===== src/sv/lsu_ram.sv =====
// generic single-port ram with registered read
module lsu_ram #(
  parameter int WIDTH = 8,
  parameter int DEPTH = 64
) (
  input  logic                     clk,
  input  logic                     we,
  input  logic [$clog2(DEPTH)-1:0] addr,
  input  logic [WIDTH-1:0]         wdata,
  output logic [WIDTH-1:0]         rdata
);

  logic [WIDTH-1:0] mem [DEPTH];

  always_ff @(posedge clk) begin
    if (we) begin
      mem[addr] <= wdata;
    end
    rdata <= mem[addr];
  end

endmodule


===== config.mk =====
export PLATFORM = sky130hd
export DESIGN_NAME = lsu_ram
export DESIGN_NICKNAME = d
export VERILOG_FILES = /design/src/sv/lsu_ram.sv
export SDC_FILE = /design/constraint.sdc
export NUM_CORES = 1
export LEC_CHECK = 0
export BUFFER_PORTS_ARGS = -buffer_cell sky130_fd_sc_hd__buf_2
export CAP_MARGIN = 20
export CORE_ASPECT_RATIO = 0.7
export CORE_UTILIZATION = 35
export CTS_CLUSTER_SIZE = 30
export DETAILED_ROUTE_END_ITERATION = 8
export PLACE_DENSITY = 0.49
export RECOVER_POWER = 25
export SYNTH_ARGS = -nofsm -noshare
export SYNTH_HDL_FRONTEND = slang
export SYNTH_SLANG_ARGS = --single-unit

===== constraint.sdc =====
create_clock -name clk -period 2.6 [get_ports clk]
set_input_delay 0.39 -clock clk [delete_from_list [all_inputs] [get_ports clk]]
set_output_delay 0.39 -clock clk [all_outputs]
set_load 0.01 [all_outputs]

==> out/summary.txt <==
Post-CTS sizing: 0
CTS Buffer Depth: 3
Status: complete, but fails checks
Share of cells above drive strength 1: 25.1%
RSZ-0062 raised after global routing: no
Slew @ Worst Pin: 1.63 ns
Hold-fix buffers at CTS: 0
Horiz. Die Dim: 291 um
Final worst path period share: 86.7%
Die area: 59400 sq um
Most common cell after layout, fill and taps aside: edfxtp_1
End-of-flow core utilization: 42.7%
Placed Area: 23000 sq um
Total Routing Usage GR: 20.1%
CTS Sinks: 520
Root Buffer: clkbuf_16
Average size of a mapped cell: 17.5 sq um
Critical path's slowest cell: mux4_2
Clock Latency Late Sink: 0.57 ns
Max-cap violations: 2
DRT Pass-1 Iters: 5
Nets: 1400
Antenna-violating nets left: 0
Internal: 13.4 mW
Element type at the critical path end: register
Cell variety after synth: 56
Port Buffer Count: 23
Layout area overhead: 19.7%
Post-Syn Area: 20400 sq um
Initial antenna violation count: 3
Grt ovf: 0
Vias in the first global route: 11600
Combinational fraction of design power: 6.9%
Post-synth net total: 1187
Delay-heaviest family, CP: multiplexers
Vias: 11900
Reg clk slew, reported paths: 0.07 ns
Tightest Hold Check Type: in -> reg
Minimum clock period: 2.25 ns
Maximum vdd drop: 514 uV
Postcts setup bufs: 0
Final Hold Vio Count: 0
Yosys reg bits: 520
DR vias/cell: 5.48
Final setup viols: 0
Critical Path, Cell by Cell: mux4_2 > mux2i_1 > o22a_1 > o311ai_0 > buf_4 > or4_1
Crit-path max FO: 1
Clock skew: 0.0198 ns
Post-DP HPWL: 40.5 mm
Sw Ratio: 22.3%
Setup WS post-layout: 0.346 ns
Gpl congestion: 0.868
DRT Wirelength: 59.7 mm
H-tree Lvls: 2
Yosys warning total: 0
Crit path largest cell delay: 0.47 ns
Largest net degree at the start of global routing: 65
CTS tree: done
Drc violations: 0
Sequential share of the synthesized area: 76.0%
Gate Count Post-Synth: 1171
Sw power: 3.83 mW
DR WL/cell: 27.5 um
Ys async rst share: 0%
Crit path buffers/inverters: 1
Core Footprint: 57300 sq um
Post-route cell area: 24500 sq um
DP Worst Slack: -0.187 ns
Starting DRC count in detailed routing: 1343
First-pass GRT wire length: 85.4 mm
PD cells: 703 nW/um^2
Row count: 73
Clk pwr share: 39.0%
Die height: 204 um
Pleak: 8.18 nW
Fmax: 0.444 GHz
Most frequent cells in the layout: 512 x edfxtp_1, 200 x buf_4, 80 x nor2_1
Antenna diodes: 0
Slew margin rel.: -8.56%
CP startpoint kind: register
Top Ports: 24
Failing checks: capacitance limit, slew limit
Register share of total power: 54.1%
CTS Buf Count: 48
Worst Setup Path Type: reg -> reg
Post-synth EDFFs: 512
WP data required: 3.04 ns
Worst Path Arrival: 2.70 ns
Fin. max-slew vios: 57
Top_reg_cell synth: edfxtp_1
Initial Util: 35.7%
[kinds of logic (layout without fill, tap and decap cells)]
logic type	count (synthesis)	count (layout)	share of synthesized area, %
and+or+nand+nor	229	229	5.71
AOI/OAI and AO/OA	222	222	8.08
muxes	116	116	8.26
buffers and inverters	84	336	1.98
DFF	520	520	76.0
[per-stage QoR]
step / TNS, ns / cells / power, mW / hold slack [ns]
2_1_floorplan: 0 / 1171 / 9.99 / 0.489
3_3_place_gp: -0.834 / 2084 / 10.7 / 0.711
3_5_place_dp: -0.872 / 2084 / 10.7 / 0.668
4_1_cts: 0 / 2173 / 17.3 / 0.238
5_1_grt: 0 / 2173 / 17.7 / 0.473
6_report: 0 / 2173 / 17.2 / 0.478
[routing by layer]
layer | share of wire [%] | wire, um | GRT usage, %
met5 | 0 | 0 | 0
met4 | 1.5 | 874 | 3.48
met3 | 9.1 | 5440 | 5.48
met2 | 41 | 24200 | 27.4
met1 | 49 | 29200 | 31.8
[final timing paths]
path         slack (ns)       start    endpoint  cells past startpoint
max reg2reg        0.35  mem[54][1]    rdata[1]                      6
min                0.48          we  mem[38][7]                      4
min reg2reg        0.69  mem[34][7]    rdata[7]                      3
max                0.35  mem[54][1]    rdata[1]                      6
[registers in the layout (all words and copies together), names as in the netlist]
signal,cells
rdata,8
mem,512
[cell usage after synthesis, drive strengths merged, types with 12 or more instances]
library cell	n	area, sq um
mux2	12	135
a21oi	28	140
nand2b	24	150
nand2	45	169
nor2	82	308
edfxtp	512	15400
mux4	41	923
nand3b	12	90.1
a221oi	21	184
a31oi	15	93.8
clkbuf	36	135
o22ai	22	138
mux2i	63	631
buf	45	259
a22oi	40	300
[layout make-up]
type | instances | area [sq um]
Clock inverter | 23 | 135
Clock buffer | 66 | 1320
Multi-Input combinational cell | 567 | 4520
Tap cell | 750 | 938
Fill cell | 5107 | 32800
Timing Repair Buffer | 244 | 2020
Sequential cell | 520 | 15500
Inverter | 3 | 11.3
[worst reg2reg max path, stage by stage (launching register included)]
cell,delay (ns)
edfxtp_1,0.36
mux4_2,0.47
mux2i_1,0.42
o22a_1,0.20
o311ai_0,0.12
buf_4,0.17
or4_1,0.40
[power by group through the flow]
stage	Combinational, mW	Clock (mW)	Sequential (mW)
4_1_cts	1.18	6.84	9.31
3_3_place_gp	1.16	0	9.49
6_report	1.18	6.71	9.31
3_5_place_dp	1.17	0	9.49
2_1_floorplan	0.504	0	9.48
5_1_grt	1.24	7.13	9.31
Power figures use the tool's default switching activity.
